## config.mk

```make
export PLATFORM = sky130hd
export DESIGN_NAME = gpc_divider
export DESIGN_NICKNAME = d
export VERILOG_FILES = /design/src/rtl/gpc_pkg.sv /design/src/rtl/gpc_divider.sv
export SDC_FILE = /design/constraint.sdc
export NUM_CORES = 1
export LEC_CHECK = 0
export BUFFER_PORTS_ARGS = -buffer_cell sky130_fd_sc_hd__buf_4
export CAP_MARGIN = 20
export CORE_ASPECT_RATIO = 1.75
export CORE_MARGIN = 4
export CORE_UTILIZATION = 51
export CTS_CLUSTER_DIAMETER = 30
export CTS_CLUSTER_SIZE = 8
export DETAILED_ROUTE_END_ITERATION = 8
export PLACE_DENSITY_LB_ADDON = 0.25
export SYNTH_ARGS = -nofsm -noshare
export SYNTH_HDL_FRONTEND = slang
export SYNTH_SLANG_ARGS = --single-unit
```

## constraint.sdc

```tcl
create_clock -name clk -period 2.3 [get_ports clk]
set_input_delay 0.345 -clock clk [delete_from_list [all_inputs] [get_ports clk]]
set_output_delay 0.345 -clock clk [all_outputs]
set_load 0.01 [all_outputs]
```

## src/rtl/gpc_pkg.sv

```systemverilog
package gpc_pkg;

    localparam int MAX_N       = 65536;
    localparam int FIELD_W     = 17;
    localparam int CNT_W       = 33;
    localparam int N_W         = $clog2(MAX_N + 1);
    localparam int I_W         = N_W + 1;
    localparam int PRIME_DEPTH = MAX_N / 2 + 2;
    localparam int PIDX_W      = $clog2(PRIME_DEPTH);
    localparam int MERT_W      = 16;
    localparam int PROD1_W     = MERT_W + 1 + N_W + 1;
    localparam int PROD2_W     = PROD1_W + N_W + 1;
    localparam int SUM_W       = PROD2_W + 8;

    localparam logic [CNT_W-1:0] COUNT_MAX = '1;

    typedef logic signed [1:0] mu_t;

    typedef struct packed {
        logic              comp;
        mu_t               mu;
        logic [PIDX_W-1:0] lpf;
    } sieve_entry_t;

    typedef struct packed {
        logic           start;
        logic [N_W-1:0] dividend;
        logic [N_W-1:0] divisor;
    } div_req_t;

    typedef struct packed {
        logic           done;
        logic [N_W-1:0] quotient;
    } div_rsp_t;

    typedef struct packed {
        logic cleared;
        logic ready;
    } sieve_status_t;

endpackage

```

## src/rtl/gpc_divider.sv

```systemverilog
module gpc_divider
    import gpc_pkg::*;
(
    input  logic     clk,
    input  logic     rst_n,
    input  div_req_t req,
    output div_rsp_t rsp
);

    localparam int CW = $clog2(N_W + 1);

    logic           busy_reg, busy_next;
    logic           done_reg, done_next;
    logic [CW-1:0]  cnt_reg, cnt_next;
    logic [N_W-1:0] quo_reg, quo_next;
    logic [N_W-1:0] rem_reg, rem_next;
    logic [N_W-1:0] dsr_reg, dsr_next;
    logic [N_W:0]   shifted;
    logic [N_W:0]   trial;

    // restoring division, one quotient bit per cycle
    always_comb
    begin
        shifted   = {rem_reg, quo_reg[N_W-1]};
        trial     = shifted - {1'b0, dsr_reg};
        busy_next = busy_reg;
        done_next = 1'b0;
        cnt_next  = cnt_reg;
        quo_next  = quo_reg;
        rem_next  = rem_reg;
        dsr_next  = dsr_reg;
        if (req.start)
        begin
            busy_next = 1'b1;
            cnt_next  = CW'(N_W);
            quo_next  = req.dividend;
            rem_next  = '0;
            dsr_next  = req.divisor;
        end
        else if (busy_reg)
        begin
            if (!trial[N_W])
            begin
                rem_next = trial[N_W-1:0];
                quo_next = {quo_reg[N_W-2:0], 1'b1};
            end
            else
            begin
                rem_next = shifted[N_W-1:0];
                quo_next = {quo_reg[N_W-2:0], 1'b0};
            end
            cnt_next = cnt_reg - CW'(1);
            if (cnt_reg == CW'(1))
            begin
                busy_next = 1'b0;
                done_next = 1'b1;
            end
        end
    end

    always_ff @(posedge clk or negedge rst_n)
    begin
        if (!rst_n)
        begin
            busy_reg <= 1'b0;
            done_reg <= 1'b0;
            cnt_reg  <= '0;
        end
        else
        begin
            busy_reg <= busy_next;
            done_reg <= done_next;
            cnt_reg  <= cnt_next;
        end
    end

    always_ff @(posedge clk)
    begin
        quo_reg <= quo_next;
        rem_reg <= rem_next;
        dsr_reg <= dsr_next;
    end

    assign rsp.done     = done_reg;
    assign rsp.quotient = quo_reg;

endmodule

```

==> flow_metrics.py, run 1 <==
metrics = {
    "logic_synthesis": {
        "yosysSeqAreaShare": 0.460,
        "synth-main-ff-cell": "edfxtp_1",
        "ys_top_cells_by_area": "edfxtp_1, dfxtp_1, ha_1",
        "yosysTopAreaCell": "edfxtp_1",
        "synth_edf_count": 34,
        "synth_top_area_share": 0.306,
        "synth-async-reset-ratio": 0.121,
        "postSynthAreaPerCell_um2": 10.9,
        "synth_area_um2": 3340,
        "syn_nets": 364,
        "ys_seq_elements": 58,
        "synth_common_cells": "edfxtp_1, nor2_1, inv_1",
        "ys_warn_count": 0,
        "synth.distinct_cells": 51,
        "synth_most_common_cell": "edfxtp_1",
        "syn-instance-count": 307,
    },
    "placement": {
        "hpwl_um": 5400,
        "portBuffers": 54,
        "place_area_um2": 4140,
        "gp_congestion": 0.875,
    },
    "drt": {
        "drc": 0,
        "wire_per_inst_um": 16.0,
        "antenna_left": 0,
        "dr_wl_met2_um": 4410,
        "drt-initial-drc-count": 154,
        "m1WireLength_um": 3000,
        "dr.pass1.iters": 4,
        "via_per_inst": 5.52,
        "num_vias": 2753,
        "routed_wl_um": 7960,
        "dr.max_layer_used": "met4",
        "dr_wl_met3_um": 306,
    },
    "final_layout": {
        "final_core_util": 0.737,
        "area_growth_pct": 38.6,
        "final_area_um2": 4630,
        "layout-drive-gt1-share": 0.425,
        "diodes": 0,
        "layout.nets": 471,
    },
    "timing": {
        "slew_headroom": 0.742,
        "final_max_slew_viol_count": 0,
        "final_hold_viol_count": 0,
        "skew_ns": 0.00925,
        "post-route-period-util": 0.991,
        "finalCriticalPeriod_ns": 2.28,
        "worst_slew_pin_slew_ns": 0.386,
        "fmax_mhz": 439,
        "rsz0062_at_grt": "true",
        "setup_violations": 0,
    },
    "setup_path": {
        "critical_path.max_stage_delay_ns": 0.39,
        "ff2ff_setup_slack_ns": 0.02,
        "arrival_ns": 2.51,
        "r2r-end": "rem_reg[13]",
        "critPathKind": "reg -> reg",
        "rr_startpoint": "dsr_reg[11]",
        "slowest_stage": "edfxtp_1",
        "start_kind": "flop",
        "cp.required_ns": 2.53,
        "path_cells": "inv_1 -> ha_1 -> buf_4 -> a31oi_4 -> o32ai_2 -> nor3_4 -> xnor2_4 -> clkbuf_16 -> mux2i_1 -> a211oi_1",
        "crit_path_end_kind": "flop",
        "worstPathMaxFanout": 7,
        "r2r_cells": 10,
    },
    "power": {
        "power_density_nw_per_um2": 1210,
        "finalPower_mw": 5.60,
        "leakage_nw": 1.99,
        "max-vdd-ir-drop_mv": 0.717,
    },
    "clocking": {
        "cts_sinks": 58,
        "path_clk_slew_ns": 0.07,
        "cts_buffers": 9,
        "htreeDepth": 3,
        "clockBufferDepth": 2,
        "clk_root_buffer_cell": "clkbuf_8",
        "tritoncts": "done",
        "worstSkewPairLatency_ns": 0.36,
    },
    "min_path": {
        "hold_path_end": "dsr_reg[1]",
        "hold_class": "in -> reg",
        "hold_depth": 1,
        "min_from": "req[1]",
    },
    "die": {
        "start_util": 0.532,
        "core_um2": 6280,
        "pin_count": 55,
        "die_w_um": 69.2,
        "num_rows": 38,
        "die_area_um2": 7960,
        "die_h_um": 115,
    },
    "global_routing": {
        "grt_pass1_vias": 2719,
        "grt_usage": 0.204,
        "grt_pass1_wl_um": 12600,
        "antenna_found_initial": 0,
        "grt_max_degree": 32,
        "grt_overflow_total": 0,
    },
    "status": {
        "status": "finished clean",
    },
    "job": {
        "cap_violations": 0,
    },
}
-- logic make-up (layout without fill, tap and decap cells) --
group	after synthesis	in the layout	share of synthesized area
XOR/XNOR	16	16	0.0476
AO/OA/AOI/OAI	73	73	0.152
multiplexers	31	31	0.0993
flip-flops	58	58	0.460
buffers and inverters	38	150	0.0495
AND/OR/NAND/NOR	71	71	0.114
adder cells (fa/ha/maj)	20	20	0.0772
-- layout by cell type (no fill, tap or decap), types with 12 or more instances in the layout --
cell type,netlist,final
buf_4,2,106
edfxtp_1,34,34
nor2_1,25,24
inv_1,24,22
dfxtp_1,17,17
mux2_2,17,16
nand2_1,16,16
ha_1,19,16
a21oi_1,16,12
-- per-stage QoR --
step	setup slack, ns	setup TNS, ns	cells	hold WS, ns
after floorplan	-0.0424	-0.0424	307	0.0494
after global placement	-0.181	-2.54	474	0.159
after detailed placement	-0.227	-3.31	474	0.160
after CTS	-0.0201	-0.0221	495	0.144
after global routing	-0.126	-1.55	499	0.143
final	0.0208	0	499	0.159
-- repair_timing --
| action | CTS | global route |
|---|---|---|
| buffers inserted | 4 | 3 |
| hold buffers | 1 | 0 |
| gates cloned | 0 | 1 |
| pin swaps | 3 | 21 |
| endpoints found under the setup margin | 18 | 18 |
| hold endpoints to repair | 7 | 0 |
| resized for setup | 5 | 29 |
-- worst max path at each step --
stage	startpoint	end	slack (ns)
finish	dsr_reg[11]	rem_reg[13]	0.02
global route	dsr_reg[1]	rem_reg[13]	-0.13
CTS	dsr_reg[10]	quo_reg[0]	-0.02
detailed placement	dsr_reg[1]	rem_reg[2]	-0.23
global placement	quo_reg[16]	rem_reg[14]	-0.18
floorplan	dsr_reg[3]	quo_reg[0]	-0.04
-- area by class of cell --
class / instances / area (um2)
multi-input combinational: 211 / 1820
timing repair buffer: 110 / 862
clock inverter: 4 / 47.5
inverter: 24 / 90.1
fill: 459 / 1650
tap: 80 / 100
clock buffer: 12 / 166
sequential: 58 / 1540
-- report_power, final --
part	switching (mW)	internal, mW	total [mW]
Combinational	1.42	1.59	3.01
Clock	0.413	0.591	1.00
Sequential	0.194	1.39	1.58
-- critical path, delay by kind of cell (launching register included) --
family | cells | cell delay, ns
buffers and inverters | 3 | 0.46
AOI/OAI and AO/OA | 3 | 0.42
DFF | 1 | 0.39
adders and majority gates | 1 | 0.26
and+or+nand+nor | 1 | 0.22
muxes | 1 | 0.21
xor gates and xnor gates | 1 | 0.19
-- metal layers --
layer / vias up / global-route usage
li1: 1334 / -
met1: 1344 / 0.216
met2: 58 / 0.369
met3: 17 / 0.0569
met4: 0 / 0.0978
met5: - / 0
(Power assumes the default switching activity.)
==> inputs of run 2 (changes only) <==
--- a/config.mk
+++ b/config.mk
@@ -5,14 +5,14 @@
 export SDC_FILE = /design/constraint.sdc
 export NUM_CORES = 1
 export LEC_CHECK = 0
-export BUFFER_PORTS_ARGS = -buffer_cell sky130_fd_sc_hd__buf_4
 export CAP_MARGIN = 20
 export CORE_ASPECT_RATIO = 1.75
 export CORE_MARGIN = 4
-export CORE_UTILIZATION = 51
+export CORE_UTILIZATION = 55
 export CTS_CLUSTER_DIAMETER = 30
 export CTS_CLUSTER_SIZE = 8
 export DETAILED_ROUTE_END_ITERATION = 8
+export DONT_BUFFER_PORTS = 1
 export PLACE_DENSITY_LB_ADDON = 0.25
 export SYNTH_ARGS = -nofsm -noshare
 export SYNTH_HDL_FRONTEND = slang
==> flow_metrics.py, run 2 (same netlist as run 1, synthesis figures left out) <==
metrics = {
    "timing": {
        "rsz0062_at_grt": "true",
        "final_max_slew_viol_count": 0,
        "setup_slack_ns": -0.0300,
        "slew_headroom": 0.601,
        "post-route-period-util": 1.01,
        "skew_ns": 0.00820,
        "fmax_mhz": 429,
        "finalCriticalPeriod_ns": 2.33,
        "worst_slew_pin_slew_ns": 0.598,
        "setup_violations": 4,
        "final_hold_viol_count": 0,
    },
    "drt": {
        "dr.pass1.iters": 4,
        "routed_wl_um": 7110,
        "drc": 0,
        "drt-initial-drc-count": 77,
        "num_vias": 2408,
        "wire_per_inst_um": 16.9,
        "via_per_inst": 5.72,
        "antenna_left": 0,
    },
    "setup_path": {
        "critPathLaunch": "rem_reg[9]",
        "crit_family": "compound AO/OA/AOI/OAI gates",
        "worstPathMaxFanout": 6,
        "slowest_stage": "dfxtp_1",
        "cp.required_ns": 2.40,
        "path_cells": "ha_4 -> a21o_2 -> a31oi_4 -> o32ai_4 -> nor3_4 -> xnor2_4 -> clkbuf_16 -> mux2_2",
        "start_kind": "flop",
        "critPathKind": "reg -> reg",
        "cp_num_buf_inv": 1,
        "arrival_ns": 2.43,
        "critical_path.max_stage_delay_ns": 0.43,
        "ff2ff_setup_slack_ns": -0.03,
        "r2r_cells": 8,
        "r2r-end": "quo_reg[0]",
        "rr_startpoint": "rem_reg[9]",
        "crit_path_end_kind": "flop",
    },
    "power": {
        "p_seq_frac": 0.316,
        "comb_power_share": 0.498,
        "p_switching_mw": 1.91,
        "p_int_mw": 3.38,
        "sw_frac_of_total": 0.361,
        "leakage_nw": 1.59,
        "max-vdd-ir-drop_mv": 0.713,
        "finalPower_mw": 5.29,
        "power_density_nw_per_um2": 1280,
        "power_frac_clock": 0.187,
    },
    "placement": {
        "gp_congestion": 0.855,
        "dp_cells": 402,
        "portBuffers": 0,
        "hpwl_um": 5020,
        "place_area_um2": 3630,
        "pre_cts_slack_ns": -0.220,
    },
    "global_routing": {
        "grt_max_degree": 57,
        "grt_usage": 0.204,
        "grt_overflow_total": 0,
        "grt_pass1_vias": 2446,
        "antenna_found_initial": 0,
        "grt_pass1_wl_um": 11200,
    },
    "min_path": {
        "hold_path_end": "rem_reg[4]",
        "hold_class": "in -> reg",
        "hold_depth": 1,
        "min_from": "req[34]",
    },
    "clocking": {
        "path_clk_slew_ns": 0.06,
        "cts_sinks": 58,
        "clk_root_buffer_cell": "clkbuf_8",
        "cts_buffers": 9,
        "htreeDepth": 3,
        "tritoncts": "done",
        "worstSkewPairLatency_ns": 0.35,
        "clockBufferDepth": 2,
    },
    "status": {
        "status": "finished, violations left",
        "violations": "negative setup slack",
    },
    "final_layout": {
        "diodes": 0,
        "layout-drive-gt1-share": 0.292,
        "final_common_cell": "edfxtp_1",
        "final_core_util": 0.703,
        "area_growth_pct": 23.7,
        "layout_common_cells": "edfxtp_1, buf_4, nor2_1",
        "final_area_um2": 4130,
        "stdcell_count": 421,
        "nFillCells": 418,
        "layout.nets": 395,
    },
    "die": {
        "die_w_um": 66.9,
        "start_util": 0.568,
        "die_h_um": 111,
        "core_um2": 5880,
        "die_area_um2": 7430,
        "pin_count": 55,
        "num_rows": 37,
    },
    "job": {
        "cap_violations": 0,
    },
}
==> run 2: cell types whose count changed in the layout (fill, tap and decap cells not counted), moves of 3 or more <==
cell | before | now
a211oi_1 | 11 | 14
mux2i_2 | 3 | 0
ha_4 | 3 | 10
buf_4 | 106 | 28
ha_1 | 16 | 8
a211oi_2 | 6 | 2
==> run 2: power groups by stage <==
stage	sequential [mW]	clock (mW)	combinational, mW
2_1_floorplan	1.59	0	1.61
3_3_place_gp	1.65	0	2.15
3_5_place_dp	1.65	0	2.20
4_1_cts	1.64	1.02	2.30
5_1_grt	1.71	1.07	2.84
6_report	1.67	0.988	2.63
==> run 2: layer usage <==
metal  global-route usage  vias to the layer above  part of all wire
met5                    0                        -                 0
met4               0.0949                        0             0.028
met3               0.0740                       14             0.043
met2                0.346                       63              0.55
met1                0.217                     1143              0.38
li1                     -                     1188                 -
==> run 2: worst max-delay path by stage <==
stage | end | slack [ns] | cells past startpoint
floorplan | quo_reg[0] | -0.04 | 9
global placement | rem_reg[14] | -0.13 | 11
detailed placement | rem_reg[14] | -0.22 | 11
CTS | rem_reg[2] | -0.01 | 9
global route | rem_reg[6] | -0.10 | 10
finish | quo_reg[0] | -0.03 | 8
==> run 2: per-stage QoR <==
step | hold slack (ns) | TNS [ns]
after CTS | 0.0455 | -0.0148
after floorplan | 0.0494 | -0.0424
after global placement | 0.0496 | -0.222
final | 0.0706 | -0.0765
after global routing | 0.0435 | -1.12
after detailed placement | 0.0496 | -0.514
==> run 2: repair_timing <==
action / 4_1_cts / 5_1_grt
setup endpoints to repair: 7 / 16
endpoints found under the hold margin: 7 / 0
cloned: 0 / 1
setup buffers: 0 / 1
hold buffers: 1 / 0
resized for setup: 13 / 26
pin swaps: 6 / 15
==> run 2: final cells by class <==
| type | instances | area [um2] | area share |
|---|---|---|---|
| flip-flops and latches | 58 | 1540 | 0.372 |
| well taps | 78 | 97.6 | 0.0236 |
| multi-input cells | 211 | 1900 | 0.459 |
| clock inverters | 4 | 67.6 | 0.0164 |
| inverters | 24 | 90.1 | 0.0218 |
| repair buffers | 34 | 308 | 0.0745 |
| clock buffers | 12 | 135 | 0.0327 |
==> inputs of run 3 (changes only) <==
--- a/config.mk
+++ b/config.mk
@@ -8,12 +8,14 @@
 export CAP_MARGIN = 20
 export CORE_ASPECT_RATIO = 1.75
 export CORE_MARGIN = 4
-export CORE_UTILIZATION = 55
+export CORE_UTILIZATION = 45
 export CTS_CLUSTER_DIAMETER = 30
 export CTS_CLUSTER_SIZE = 8
 export DETAILED_ROUTE_END_ITERATION = 8
 export DONT_BUFFER_PORTS = 1
 export PLACE_DENSITY_LB_ADDON = 0.25
+export SLEW_MARGIN = 5
 export SYNTH_ARGS = -nofsm -noshare
 export SYNTH_HDL_FRONTEND = slang
 export SYNTH_SLANG_ARGS = --single-unit
+export TNS_END_PERCENT = 30
==> flow_metrics.py, run 3 (same netlist as run 1, synthesis figures left out) <==
metrics = {
    "min_path": {
        "hold_class": "in -> reg",
    },
    "clocking": {
        "cts_sinks": 58,
        "cts_buffers": 9,
        "clk_root_buffer_cell": "clkbuf_16",
        "worstSkewPairLatency_ns": 0.33,
        "htreeDepth": 3,
        "clockBufferDepth": 2,
        "tritoncts": "done",
        "path_clk_slew_ns": 0.05,
    },
    "global_routing": {
        "antenna_found_initial": 0,
        "grt_pass1_wl_um": 11800,
        "grt_pass1_vias": 2586,
        "grt_overflow_total": 0,
        "grt_max_degree": 57,
        "grt_usage": 0.174,
    },
    "timing": {
        "final_hold_viol_count": 0,
        "final_max_slew_viol_count": 0,
        "fin_tns_setup_ns": 0,
        "skew_ns": 0.00524,
        "rsz0062_at_grt": "true",
        "setup_slack_ns": 0.00927,
        "setup_violations": 0,
        "post-route-period-util": 0.996,
        "fmax_mhz": 437,
        "worst_slew_pin_slew_ns": 0.653,
        "finalCriticalPeriod_ns": 2.29,
        "slew_headroom": 0.564,
    },
    "setup_path": {
        "arrival_ns": 2.50,
        "start_kind": "flop",
        "critPathKind": "reg -> reg",
        "worstPathMaxFanout": 5,
        "path_cells": "inv_2 -> ha_4 -> nor2b_4 -> o2111ai_4 -> a211oi_2 -> nor3_4 -> xnor2_4 -> clkbuf_16 -> mux2i_1 -> a211oi_1",
        "cp.required_ns": 2.51,
        "slowest_stage": "edfxtp_1",
        "crit_path_end_kind": "flop",
        "critical_path.max_stage_delay_ns": 0.37,
    },
    "power": {
        "leakage_nw": 1.81,
        "max-vdd-ir-drop_mv": 0.996,
        "power_density_nw_per_um2": 1340,
        "finalPower_mw": 5.90,
    },
    "drt": {
        "dr.pass1.iters": 5,
        "num_vias": 2532,
        "routed_wl_um": 7520,
        "drt-initial-drc-count": 178,
        "via_per_inst": 5.54,
        "antenna_left": 0,
        "wire_per_inst_um": 16.4,
        "drc": 0,
    },
    "placement": {
        "pre_cts_slack_ns": -0.292,
        "gp_congestion": 0.856,
        "hpwl_um": 5040,
        "portBuffers": 0,
    },
    "die": {
        "die_h_um": 122,
        "die_w_um": 73.1,
        "die_area_um2": 8920,
        "num_rows": 41,
        "start_util": 0.462,
        "pin_count": 55,
        "core_um2": 7230,
    },
    "final_layout": {
        "layout-drive-gt1-share": 0.361,
        "final_common_cell": "buf_4",
        "layout_common_cells": "buf_4, edfxtp_1, nor2_1",
        "area_growth_pct": 31.8,
        "diodes": 0,
        "layout.nets": 423,
    },
    "status": {
        "status": "finished clean",
    },
    "job": {
        "cap_violations": 0,
    },
}
==> run 3: critical path: cells and delay by family (launching register included) <==
family / cells / cell delay (ns)
flops: 1 / 0.37
buf+inv: 2 / 0.28
xor+xnor: 1 / 0.28
fa+ha+maj: 1 / 0.25
compound gates: 3 / 0.53
mux: 1 / 0.18
simple gates: 2 / 0.26
==> run 3: report_power, final <==
| group | switching [mW] | total, mW | internal [mW] |
|---|---|---|---|
| sequential | 0.217 | 1.61 | 1.40 |
| combinational | 1.36 | 2.89 | 1.53 |
| clock | 0.457 | 1.40 | 0.938 |
==> run 3: what timing repair did <==
item | CTS | global route
pin swaps | 4 | 27
hold endpoints to repair | 7 | 0
setup endpoints to repair | 18 | 18
setup buffers | 4 | 2
cloned | 0 | 1
gates resized for setup | 12 | 28
hold buffers | 1 | 0
==> run 3: final cells by class <==
type | instances | area [um2]
Clock buffer | 10 | 229
Clock inverter | 6 | 81.3
Tap cell | 86 | 108
Multi-Input combinational cell | 211 | 1850
Timing Repair Buffer | 62 | 505
Fill cell | 574 | 2830
Inverter | 24 | 90.1
Sequential cell | 58 | 1540
==> run 3: path summary, 6_finish.rpt <==
path / startpoint / end / slack (ns) / depth (start not counted)
max: dsr_reg[1] / rem_reg[7] / 0.009 / 10
min: req[34] / rem_reg[9] / 0.08 / 1
max reg2reg: dsr_reg[1] / rem_reg[7] / 0.009 / 10
min reg2reg: cnt_reg[4] / cnt_reg[4] / 0.53 / 2
max in group asynchronous: rst_n / cnt_reg[0] / 1.73 / 1
min in group asynchronous: rst_n / cnt_reg[1] / 0.33 / 1
==> run 3: per-layer routing <==
layer  GRT usage  wire (um)
met5           0          0
met4      0.0901        186
met3      0.0413        259
met2       0.304       4190
met1       0.188       2880
==> run 3: stage by stage <==
step	cells	instance area, um2	hold slack [ns]	util
after CTS	454	4210	0.0764	0.582
after global placement	433	3790	0.0496	0.524
final	457	4400	0.0762	0.609
after global routing	457	4400	0.0618	0.609
after detailed placement	433	3790	0.0496	0.524
after floorplan	307	3350	0.0494	-
